$ cat src/design/lcdtx_pkg.sv
// Shared types, constants and lookup functions for the LCD serial frame transmitter.
package lcdtx_pkg;

    localparam int RAM_NIBBLES = 64;

    localparam int FRAME_W   = 13;
    localparam int FIFO_DEPTH = 4;

    localparam logic [2:0] MODE_CMD   = 3'b100;
    localparam logic [2:0] MODE_WRITE = 3'b101;
    localparam logic [5:0] DP_BASE_ADDR = 6'h29;
    localparam logic [3:0] DIGIT_LIMIT  = 4'd10;
    localparam logic [3:0] DP_LIMIT     = 4'd9;
    localparam logic [3:0] CMD_BITS     = 4'd12;
    localparam logic [3:0] WRITE_BITS   = 4'd13;

    typedef enum logic [1:0] {
        OP_CMD    = 2'd0,
        OP_NIBBLE = 2'd1,
        OP_DIGIT  = 2'd2,
        OP_DP     = 2'd3
    } op_t;

    // one queued frame: left-aligned bit word, MSB sent first
    typedef struct packed {
        logic [FRAME_W-1:0] word;
        logic               is_cmd;
        logic               last;
    } frame_desc_t;

    typedef struct packed {
        logic full;
        logic empty;
    } fifo_status_t;

    // decimal point: address 0x29 + 2*(pos/3)
    function automatic logic [5:0] dp_addr(input logic [3:0] pos);
        logic [5:0] a;
        a = DP_BASE_ADDR;
        if (pos >= 4'd6) begin
            a = DP_BASE_ADDR + 6'd4;
        end else if (pos >= 4'd3) begin
            a = DP_BASE_ADDR + 6'd2;
        end
        return a;
    endfunction

    // decimal point: data 2 << (pos mod 3)
    function automatic logic [3:0] dp_data(input logic [3:0] pos);
        logic [3:0] d;
        case (pos)
            4'd0, 4'd3, 4'd6: d = 4'b0010;
            4'd1, 4'd4, 4'd7: d = 4'b0100;
            default:          d = 4'b1000;
        endcase
        return d;
    endfunction

    function automatic logic [3:0] rev4(input logic [3:0] v);
        return {v[0], v[1], v[2], v[3]};
    endfunction

endpackage

$ cat src/design/lcd_driver_serial_frame_tx.sv
// Top level of the three-wire segment LCD serial frame transmitter.
// A request passes the front-end registers, the frame queue, the back-end shift
// register and the output register before its first bit shows on m_. Throughput:
// one bit per cycle in a frame while m_tready is high, with a load between frames.
// s_tready rises again once the front end has queued every frame of a request.
// Reset (aresetn low, synchronous) empties the queue and drops any frame in flight.
module lcd_driver_serial_frame_tx
    import lcdtx_pkg::*;
#(
    parameter int NUM_NIBBLES = RAM_NIBBLES
)
(
    input  logic        aclk,
    input  logic        aresetn,
    input  logic        s_tvalid,
    output logic        s_tready,
    // command[7:0], address[13:8], nibble[17:14], digit[21:18],
    // segments[37:22], decimal_pos[41:38], zero fill
    input  logic [47:0] s_tdata,
    // op[1:0]
    input  logic [1:0]  s_tuser,
    output logic        m_tvalid,
    input  logic        m_tready,
    // data_bit[0], zero fill
    output logic [7:0]  m_tdata,
    // frame_end[0]
    output logic [0:0]  m_tuser,
    output logic        m_tlast
);

    fifo_status_t fifo_status;
    frame_desc_t  push_desc, pop_desc;
    logic         push, pop;

    lcdtx_front #(
        .NUM_NIBBLES (NUM_NIBBLES)
    ) u_front (
        .aclk        (aclk),
        .aresetn     (aresetn),
        .s_tvalid    (s_tvalid),
        .s_tready    (s_tready),
        .s_tdata     (s_tdata),
        .s_tuser     (s_tuser),
        .fifo_status (fifo_status),
        .push        (push),
        .push_desc   (push_desc)
    );

    lcdtx_fifo u_fifo (
        .aclk      (aclk),
        .aresetn   (aresetn),
        .push      (push),
        .push_desc (push_desc),
        .pop       (pop),
        .pop_desc  (pop_desc),
        .status    (fifo_status)
    );

    lcdtx_back u_back (
        .aclk        (aclk),
        .aresetn     (aresetn),
        .fifo_status (fifo_status),
        .pop_desc    (pop_desc),
        .pop         (pop),
        .m_tvalid    (m_tvalid),
        .m_tready    (m_tready),
        .m_tdata     (m_tdata),
        .m_tuser     (m_tuser),
        .m_tlast     (m_tlast)
    );

    a_last_ends_frame: assert property (@(posedge aclk) disable iff (!aresetn)
        m_tvalid && m_tlast |-> m_tuser[0])
        else $error("request end not on a frame end");

    a_no_push_full: assert property (@(posedge aclk) disable iff (!aresetn)
        push |-> !fifo_status.full)
        else $error("frame pushed into full queue");

    a_no_pop_empty: assert property (@(posedge aclk) disable iff (!aresetn)
        pop |-> !fifo_status.empty)
        else $error("frame popped from empty queue");

    a_accept_only_drained: assert property (@(posedge aclk) disable iff (!aresetn)
        s_tvalid && s_tready |-> !push)
        else $error("request accepted while frames still pending");

endmodule

$ cat src/design/lcdtx_fifo.sv
// Short frame queue between the request front end and the serial back end.
module lcdtx_fifo
    import lcdtx_pkg::*;
(
    input  logic         aclk,
    input  logic         aresetn,
    input  logic         push,
    input  frame_desc_t  push_desc,
    input  logic         pop,
    output frame_desc_t  pop_desc,
    output fifo_status_t status
);

    localparam int PTR_W = $clog2(FIFO_DEPTH);
    localparam int CNT_W = $clog2(FIFO_DEPTH + 1);

    frame_desc_t        mem_reg [FIFO_DEPTH];
    logic [PTR_W-1:0]   wr_ptr_reg, wr_ptr_next;
    logic [PTR_W-1:0]   rd_ptr_reg, rd_ptr_next;
    logic [CNT_W-1:0]   count_reg, count_next;
    logic               do_push, do_pop;

    assign status.full  = (count_reg == CNT_W'(FIFO_DEPTH));
    assign status.empty = (count_reg == '0);
    assign do_push = push && !status.full;
    assign do_pop  = pop && !status.empty;
    assign pop_desc = mem_reg[rd_ptr_reg];

    always_comb begin
        wr_ptr_next = do_push ? wr_ptr_reg + PTR_W'(1) : wr_ptr_reg;
        rd_ptr_next = do_pop ? rd_ptr_reg + PTR_W'(1) : rd_ptr_reg;
        count_next  = count_reg;
        if (do_push && !do_pop) begin
            count_next = count_reg + CNT_W'(1);
        end else if (do_pop && !do_push) begin
            count_next = count_reg - CNT_W'(1);
        end
    end

    always_ff @(posedge aclk) begin
        if (!aresetn) begin
            wr_ptr_reg <= '0;
            rd_ptr_reg <= '0;
            count_reg  <= '0;
        end else begin
            wr_ptr_reg <= wr_ptr_next;
            rd_ptr_reg <= rd_ptr_next;
            count_reg  <= count_next;
        end
    end

    always_ff @(posedge aclk) begin
        if (do_push) begin
            mem_reg[wr_ptr_reg] <= push_desc;
        end
    end

endmodule

$ cat src/design/lcdtx_front.sv
// Request front end: decodes display requests into queued frame descriptors.
module lcdtx_front
    import lcdtx_pkg::*;
#(
    parameter int NUM_NIBBLES = RAM_NIBBLES
)
(
    input  logic         aclk,
    input  logic         aresetn,
    input  logic         s_tvalid,
    output logic         s_tready,
    input  logic [47:0]  s_tdata,
    input  logic [1:0]   s_tuser,
    input  fifo_status_t fifo_status,
    output logic         push,
    output frame_desc_t  push_desc
);

    op_t         op;
    logic [7:0]  command;
    logic [5:0]  address;
    logic [3:0]  nibble;
    logic [3:0]  digit;
    logic [15:0] segments;
    logic [3:0]  decimal_pos;

    logic [15:0] pat_reg, pat_next;
    logic [5:0]  addr_reg, addr_next;
    logic [2:0]  left_reg, left_next;
    logic        is_cmd_reg, is_cmd_next;

    logic        accept, active, addr_ok, next_ok, frame_last, advance;

    assign op          = op_t'(s_tuser);
    assign command     = s_tdata[7:0];
    assign address     = s_tdata[13:8];
    assign nibble      = s_tdata[17:14];
    assign digit       = s_tdata[21:18];
    assign segments    = s_tdata[37:22];
    assign decimal_pos = s_tdata[41:38];

    assign s_tready = (left_reg == 3'd0);
    assign accept   = s_tvalid && s_tready;
    assign active   = (left_reg != 3'd0);
    assign addr_ok  = is_cmd_reg || ({1'b0, addr_reg} < 7'(NUM_NIBBLES));
    assign next_ok  = ({1'b0, addr_reg} + 7'd1) < 7'(NUM_NIBBLES);
    // addresses only rise within a request, so a failed next address ends it
    assign frame_last = (left_reg == 3'd1) || (!is_cmd_reg && !next_ok);
    assign advance  = active && (!addr_ok || !fifo_status.full);
    assign push     = active && addr_ok && !fifo_status.full;

    always_comb begin
        push_desc.is_cmd = is_cmd_reg;
        push_desc.last   = frame_last;
        if (is_cmd_reg) begin
            push_desc.word = {MODE_CMD, pat_reg[15:8], 2'b00};
        end else begin
            push_desc.word = {MODE_WRITE, addr_reg, rev4(pat_reg[15:12])};
        end
    end

    always_comb begin
        pat_next    = pat_reg;
        addr_next   = addr_reg;
        left_next   = left_reg;
        is_cmd_next = is_cmd_reg;
        if (accept) begin
            is_cmd_next = 1'b0;
            unique case (op)
                OP_CMD: begin
                    is_cmd_next = 1'b1;
                    pat_next    = {command, 8'h00};
                    addr_next   = '0;
                    left_next   = 3'd1;
                end
                OP_NIBBLE: begin
                    pat_next  = {nibble, 12'h000};
                    addr_next = address;
                    left_next = 3'd1;
                end
                OP_DIGIT: begin
                    pat_next  = segments;
                    addr_next = {digit, 2'b00};
                    left_next = (digit < DIGIT_LIMIT) ? 3'd4 : 3'd0;
                end
                OP_DP: begin
                    pat_next  = {dp_data(decimal_pos), 12'h000};
                    addr_next = dp_addr(decimal_pos);
                    left_next = (decimal_pos < DP_LIMIT) ? 3'd1 : 3'd0;
                end
                default: begin
                    left_next = 3'd0;
                end
            endcase
        end else if (advance) begin
            pat_next  = {pat_reg[11:0], 4'h0};
            addr_next = addr_reg + 6'd1;
            left_next = frame_last ? 3'd0 : left_reg - 3'd1;
        end
    end

    always_ff @(posedge aclk) begin
        if (!aresetn) begin
            left_reg   <= 3'd0;
            is_cmd_reg <= 1'b0;
        end else begin
            left_reg   <= left_next;
            is_cmd_reg <= is_cmd_next;
        end
    end

    always_ff @(posedge aclk) begin
        pat_reg  <= pat_next;
        addr_reg <= addr_next;
    end

endmodule

$ cat src/design/lcdtx_back.sv
// Serial back end: shifts queued frames out one bit per m_ transfer.
module lcdtx_back
    import lcdtx_pkg::*;
(
    input  logic         aclk,
    input  logic         aresetn,
    input  fifo_status_t fifo_status,
    input  frame_desc_t  pop_desc,
    output logic         pop,
    output logic         m_tvalid,
    input  logic         m_tready,
    output logic [7:0]   m_tdata,
    output logic [0:0]   m_tuser,
    output logic         m_tlast
);

    logic [FRAME_W-1:0] shift_reg, shift_next;
    logic [3:0]         cnt_reg, cnt_next;
    logic               flast_reg, flast_next;
    logic               valid_reg, valid_next;
    logic               bit_reg, bit_next;
    logic               fend_reg, fend_next;
    logic               olast_reg, olast_next;
    logic               can_emit;

    assign can_emit = !valid_reg || m_tready;
    assign pop      = (cnt_reg == 4'd0) && !fifo_status.empty;

    assign m_tvalid = valid_reg;
    assign m_tdata  = {7'd0, bit_reg};
    assign m_tuser  = fend_reg;
    assign m_tlast  = olast_reg;

    always_comb begin
        shift_next = shift_reg;
        cnt_next   = cnt_reg;
        flast_next = flast_reg;
        valid_next = valid_reg;
        bit_next   = bit_reg;
        fend_next  = fend_reg;
        olast_next = olast_reg;
        if (pop) begin
            shift_next = pop_desc.word;
            cnt_next   = pop_desc.is_cmd ? CMD_BITS : WRITE_BITS;
            flast_next = pop_desc.last;
        end
        if (can_emit) begin
            valid_next = (cnt_reg != 4'd0);
            if (cnt_reg != 4'd0) begin
                bit_next   = shift_reg[FRAME_W-1];
                fend_next  = (cnt_reg == 4'd1);
                olast_next = (cnt_reg == 4'd1) && flast_reg;
                shift_next = {shift_reg[FRAME_W-2:0], 1'b0};
                cnt_next   = cnt_reg - 4'd1;
            end
        end
    end

    always_ff @(posedge aclk) begin
        if (!aresetn) begin
            cnt_reg   <= 4'd0;
            valid_reg <= 1'b0;
        end else begin
            cnt_reg   <= cnt_next;
            valid_reg <= valid_next;
        end
    end

    always_ff @(posedge aclk) begin
        shift_reg <= shift_next;
        flast_reg <= flast_next;
        bit_reg   <= bit_next;
        fend_reg  <= fend_next;
        olast_reg <= olast_next;
    end

endmodule

$ cat config.mk
export PLATFORM = sky130hd
export DESIGN_NAME = lcd_driver_serial_frame_tx
export DESIGN_NICKNAME = d
export VERILOG_FILES = /design/src/design/lcdtx_pkg.sv /design/src/design/lcd_driver_serial_frame_tx.sv /design/src/design/lcdtx_fifo.sv /design/src/design/lcdtx_front.sv /design/src/design/lcdtx_back.sv
export SDC_FILE = /design/constraint.sdc
export NUM_CORES = 1
export LEC_CHECK = 0
export BUFFER_PORTS_ARGS = -buffer_cell sky130_fd_sc_hd__clkbuf_2
export CAP_MARGIN = 30
export CORE_MARGIN = 5
export CORE_UTILIZATION = 34
export DETAILED_ROUTE_END_ITERATION = 6
export GPL_TIMING_DRIVEN = 0
export PLACE_DENSITY = 0.61
export SLEW_MARGIN = 25
export SYNTH_ARGS = -nofsm -noshare
export SYNTH_HDL_FRONTEND = slang
export SYNTH_SLANG_ARGS = --single-unit
$ cat constraint.sdc
create_clock -name aclk -period 3.2 [get_ports aclk]
set_input_delay 0.48 -clock aclk [delete_from_list [all_inputs] [get_ports aclk]]
set_output_delay 0.48 -clock aclk [all_outputs]
set_load 0.1 [all_outputs]
==> metrics, run 1 <==
Initial Util 0.350; clock buffer depth 2; Clock Skew 0.00838 ns; postcts setup bufs 0; Synth Instances between 300 and 400; Die X approximately 130 um; Sum Neg Setup Slack 0 ns; CTS H-tree lvls 3; Via density 4.91; HP Start s_tdata[27]; hold_buf cts 0; Post-Route WL around 9500 um; Routed Antenna Nets 0; routed vias around 3.1k; leak pwr 0.00216 uW; EDFF count, synth 78; area delta synth->final 16.6%; Clock Latency Late Sink 0.34 ns; Worst slew margin 0.538; most common cell after layout, fill and taps aside edfxtp_1; Unique masters post-synth 46; GRT Residual Overflow 0; final period utilization 0.835; Syn Area/Cell ~13 um2; Synth Flop Type edfxtp_1; final net count 511; initial detailed-routing violation count about 180; crit path from u_back.cnt_reg[0]; crit-path max FO 10; TritonCTS clock tree yes; share of the synthesized area in the top cell type 0.478; Crit. End Element flip-flop; max-slew violation count 0; Worst-Margin Slew approximately 0.7 ns; clock root buffer clkbuf_16; run status finished clean; Synth async-reset ratio 0; share of cells above drive strength 1 0.254; total CTS buffers 9; setup violators final 0; Yosys top cell by area edfxtp_1; Hold WC Path Type in -> reg; I/O Buffers 51; Max VDD drop 0.339 mV; vias in the first global route between 3k and 4k; GPL Wtd Cong approximately 0.82; Clock Sinks 109; Ys Warns 0; Fillers approximately 1.4k; initial antenna violation count 0; post-cts resize count 0; Hold Violations, Final 0; Post-route DRC 0; global-route wire length before repair roughly 16000 um; Max Cap Viol 0; total power between 6000 and 7000 uW; CTS clock-pin slew for the worst setup and hold paths ~0.07 ns; max FFs per register 52; startpoint types flip-flop; die area 16900 um2; #FFs+latches synth ~110; crit path DAT 2.94 ns; Synth area leaders edfxtp_1 48%, dfxtp_1 13%, mux4_2 6.0%; Seq/Total Area, Yosys 0.605; Avg WL per Cell 15.1 um; io pins between 60 and 70; post-DP HPWL approximately 7000 um; row cnt 43; GRT Resource Usage Total 0.119; pin count of the biggest net entering global routing 24; RSZ-0062 raised after global routing no; critical path class reg -> reg; most frequent cells in the layout 78 x edfxtp_1, 51 x clkbuf_2, 39 x nor2_1, 31 x dfxtp_1, 19 x nand2_1; Cell Pwr Density between 1000 and 1500 nW/um2; Cell Area, Synth ~4900 um2; Die Height roughly 130 um; core box area approximately 14000 um2; worst flop-to-flop path startpoint u_back.cnt_reg[0]; ant diodes 0; Critical Path RT about 3.5 ns; Detailed Routing Iterations Pass 1 4; Final min period ~2.7 ns; FMAX about 0.37 GHz
==> logic make-up after synthesis <==
group / Yosys count / synth area share
other cells: 1 / 0.000765
mux: 33 / 0.104
simple gates: 100 / 0.102
fa+ha+maj: 13 / 0.0347
xor+xnor: 11 / 0.0197
buf+inv: 39 / 0.0444
flops: 109 / 0.605
compound gates: 69 / 0.0901
==> cell type report <==
type	instances	area (um2)	share of cell area
plain buffers	24	156	0.0274
clock buffers	9	225	0.0394
clock inverters	7	66.3	0.0116
inverters	15	61.3	0.0107
multi-input cells	233	1750	0.306
flip-flops and latches	109	2960	0.519
well taps	180	225	0.0394
repair buffers	52	270	0.0473
==> synth_stat cells, types with 2 or more instances <==
cell type / count
edfxtp_1: 78
nor2_1: 39
dfxtp_1: 31
nand2_1: 19
a21oi_1: 18
o22ai_1: 15
inv_1: 13
mux4_2: 13
ha_1: 12
mux2i_1: 10
o21ai_0: 10
buf_4: 9
mux2_2: 9
o31ai_1: 7
a22o_1: 6
and2_1: 6
and3_1: 6
clkbuf_1: 6
nor2b_1: 6
xor2_1: 6
buf_2: 5
or3_1: 5
xnor2_1: 5
a221oi_1: 4
nand2b_1: 4
nand3_1: 4
nand3b_1: 4
a211oi_1: 3
nor3_1: 3
a31oi_1: 2
buf_6: 2
==> where the power goes <==
group | internal [uW] | leakage, uW | total, uW | switching [uW]
Sequential | 2280 | 0.000996 | 2550 | 262
Combinational | 954 | 0.00102 | 2410 | 1460
Clock | 602 | 0.000145 | 1080 | 478
==> per-layer routing <==
layer,vias to the layer above,part of all wire,GRT usage
met5,-,0,0
met4,0,0.019,0.0348
met3,14,0.055,0.0418
met2,90,0.48,0.193
met1,1470,0.45,0.150
li1,1513,-,-
==> worst paths after layout <==
check                        end  slack (ns)  cells after the start
max reg2reg  u_fifo.count_reg[2]        0.53                     13
min           u_front.pat_reg[5]        0.42                      2
max          u_fifo.count_reg[2]        0.53                     13
min reg2reg       u_back.bit_reg        0.44                      0
==> worst max-delay path, cell delays in order, from the launching register on <==
cell and delay, ns:
dfxtp_1 0.39, inv_1 0.10, ha_1 0.23, nor3b_4 0.18, and2_4 0.15, buf_6 0.13
clkinv_4 0.06, buf_8 0.13, ha_1 0.18, inv_1 0.06, fa_1 0.37, xor2_1 0.18
or3_1 0.31, a21oi_1 0.14
==> metrics by stage <==
stage                     cell area (um2)  hold WS, ns  cells  utilization  worst slack [ns]
after floorplan                      4930        0.409    381            -             0.371
after global placement               5410        0.418    612        0.386             0.617
after detailed placement             5410        0.425    612        0.386             0.539
after CTS                            5700        0.410    628        0.407             0.511
after global routing                 5710        0.416    629        0.408             0.348
final                                5710        0.423    629        0.408             0.529
No activity file was read; power rests on OpenSTA's default activity.
==> run 2: changes to the inputs <==
--- a/config.mk
+++ b/config.mk
@@ -11,7 +11,7 @@
 export CORE_UTILIZATION = 34
 export DETAILED_ROUTE_END_ITERATION = 6
 export GPL_TIMING_DRIVEN = 0
-export PLACE_DENSITY = 0.61
+export PLACE_DENSITY = 0.63
 export SLEW_MARGIN = 25
 export SYNTH_ARGS = -nofsm -noshare
 export SYNTH_HDL_FRONTEND = slang
==> constraint.sdc (replaced) <==
create_clock -name aclk -period 2.2 [get_ports aclk]
set_input_delay 0.33 -clock aclk [delete_from_list [all_inputs] [get_ports aclk]]
set_output_delay 0.33 -clock aclk [all_outputs]
set_load 0.1 [all_outputs]
==> run 2 against run 1 <==
Sequential power up 45%. Final cell count up 1.1%. Non-clock buffer count up 7. Clock skew up 0.0014 ns. Global-route usage up 0.11 points. Utilization up 0.68 points. Sequential share of layout area down 0.70 points. Die area unchanged. Combinational power up 57%. Via count down 0.84%. Clock power up 38%. Sequential cell count unchanged. Largest power group is now combinational cells.
==> metrics, run 2 (synthesized netlist as in run 1, its figures left out) <==
startpoint types flip-flop; final period utilization 0.977 (+0.142); Crit. End Element flip-flop; Final min period 2.15 ns (-0.522 ns); Cell Pwr Density 1550 nW/um2 (+46%); hold depth 2 (unchanged); GRT Resource Usage Total 0.120 (+0.00106); post-route design area 5810 um2 (+1.7%); row cnt 43 (unchanged); pin count of the biggest net entering global routing 24 (unchanged); HP Start s_tdata[28]; Detailed Routing Iterations Pass 1 6 (+2); crit path from u_back.cnt_reg[1]; PnR worst setup slack 0.0509 ns (-0.478 ns); setup violators final 0 (unchanged); worst flop-to-flop path startpoint u_back.cnt_reg[1]; max-slew violation count 0 (unchanged); die area 16900 um2 (unchanged); Max Cap Viol 0 (unchanged); Fillers 1323 (-2.1%); critical path class reg -> reg; io pins 66 (unchanged); Clock Skew 0.00977 ns (+0.00139 ns); TritonCTS clock tree yes; Clock Sinks 109 (unchanged); Avg WL per Cell 15.2 um (+0.60%); Post-route DRC 0 (unchanged); clock share of power 0.166 (-0.013); Worst setup endpoint u_fifo.count_reg[2]; Worst slew margin 0.537 (-0.000657); clock root buffer clkbuf_16; I/O Buffers 51 (unchanged); Hold Violations, Final 0 (unchanged); CTS clock-pin slew for the worst setup and hold paths 0.08 ns (about the same); hold_buf cts 0 (unchanged); post-DP HPWL 7010 um (-0.24%); final net count 518 (+1.4%); ant diodes 0 (unchanged); placed cells 612 (unchanged); Worst Setup Slack post-DPL -0.257 ns (-0.795 ns); core box area 14000 um2 (unchanged); area delta synth->final 18.5%; Routed Antenna Nets 0 (unchanged); Via density 4.81 (-1.9%); FMAX 0.465 GHz (+24%); sequential share of power 0.413 (-0.008); total CTS buffers 9 (unchanged); Die Height 130 um (unchanged); GRT Residual Overflow 0 (unchanged); Hold WC Path Type in -> reg; leak pwr 0.00219 uW (+1.1%); switching power 3330 uW (+51%); Max VDD drop 0.517 mV (+52%); initial detailed-routing violation count 166 (-8.8%); Multi-input gate area 1800 um2 (+3.1%); Post-Route WL 9660 um (+1.7%); most common cell after layout, fill and taps aside edfxtp_1; Die X 130 um (unchanged); Worst-Margin Slew 0.694 ns (+0.000986 ns); clock buffer depth 2 (unchanged); crit-path max FO 4 (-6); Logic pwr share 0.421 (+0.021); CTS H-tree lvls 3 (unchanged); crit path DAT 2.42 ns (-0.52 ns); Initial Util 0.350 (unchanged); Layout Cells excl Fill 636 (+1.1%); sw frac 0.370 (+0.00608); GPL Wtd Cong 0.863 (+5.4%); RSZ-0062 raised after global routing yes; register area 2970 um2 (+0.30%); Critical Path RT 2.47 ns (-1.00 ns); dpl cell area 5460 um2 (+0.93%); flop2flop setup slack 0.05 ns (-0.48 ns); share of cells above drive strength 1 0.298 (+0.0443); Cell Int Power 5660 uW (+47%); most frequent cells in the layout 78 x edfxtp_1, 51 x clkbuf_2, 39 x nor2_1, 26 x dfxtp_1, 19 x buf_4; R2R depth 11 (-2); max FFs per register 52 (unchanged); Clock Latency Late Sink 0.35 ns (about the same); initial antenna violation count 0 (unchanged); r2r endpoint u_fifo.count_reg[2]; run status finished clean; vias in the first global route 3171 (+1.3%); routed vias 3061 (-0.84%); global-route wire length before repair 15800 um (+1.5%)
-- run 2: cell types whose count changed in the layout (fill, tap and decap cells not counted), moves of 2 or more --
cell and change:
dfxtp_2 +4, buf_8 -2, dfxtp_1 -5, inv_2 +4, ha_4 +3, clkinv_2 -4
inv_6 +2, inv_1 -5, ha_1 -3, buf_4 +10
-- run 2: worst min-delay path by stage --
stage | slack, ns | to
floorplan | 0.41 | u_back.bit_reg
global placement | 0.42 | u_back.bit_reg
detailed placement | 0.43 | u_back.bit_reg
CTS | 0.26 | u_front.pat_reg[5]
global route | 0.25 | u_front.pat_reg[6]
finish | 0.27 | u_front.pat_reg[6]
-- run 2: area by class of cell --
cell class | count | share of cell area
Buffer | 22 | 0.0224
Clock buffer | 9 | 0.0388
Clock inverter | 7 | 0.00862
Inverter | 15 | 0.0131
Multi-Input combinational cell | 233 | 0.310
Sequential cell | 109 | 0.512
Tap cell | 180 | 0.0388
Timing Repair Buffer | 61 | 0.0569
-- run 2: per-layer routing --
layer  vias up  GRT usage  part of all wire  wire length (um)
met5         -          0                 0                 0
met4         0     0.0318             0.011               105
met3        10     0.0323             0.052               501
met2        88      0.209              0.50              4830
met1      1440      0.146              0.44              4230
li1       1523          -                 -                 -
-- run 2: power by group through the flow --
stage | Sequential (uW) | Combinational [uW] | Clock [uW]
floorplan | 3820 | 2720 | 0
global placement | 3730 | 3530 | 0
detailed placement | 3780 | 3640 | 0
CTS | 3720 | 3780 | 1530
global route | 3800 | 4180 | 1610
finish | 3710 | 3790 | 1490
-- run 2: critical path, cell delays in order, from the launching register on --
cell,delay (ns)
dfxtp_2,0.35
inv_4,0.05
ha_4,0.16
nor3b_4,0.15
and2_4,0.19
clkinv_8,0.05
ha_4,0.13
inv_2,0.04
fa_2,0.37
xor2_1,0.15
or3_1,0.31
a21oi_1,0.12
-- run 2: metrics by stage --
step           utilization  hold slack [ns]  TNS [ns]  power, uW
2_1_floorplan            -            0.409    -0.123       6540
3_3_place_gp         0.390            0.417    -0.352       7260
3_5_place_dp         0.390            0.435    -0.490       7420
4_1_cts              0.414            0.260         0       9030
5_1_grt              0.415            0.255   -0.0368       9600
6_report             0.415            0.269         0       8990
-- run 2: timing repair --
item                                    CTS  global route
pin swaps                                 2             2
endpoints found under the setup margin    2             6
buffers inserted                          9             1
gates resized for setup                   5             3
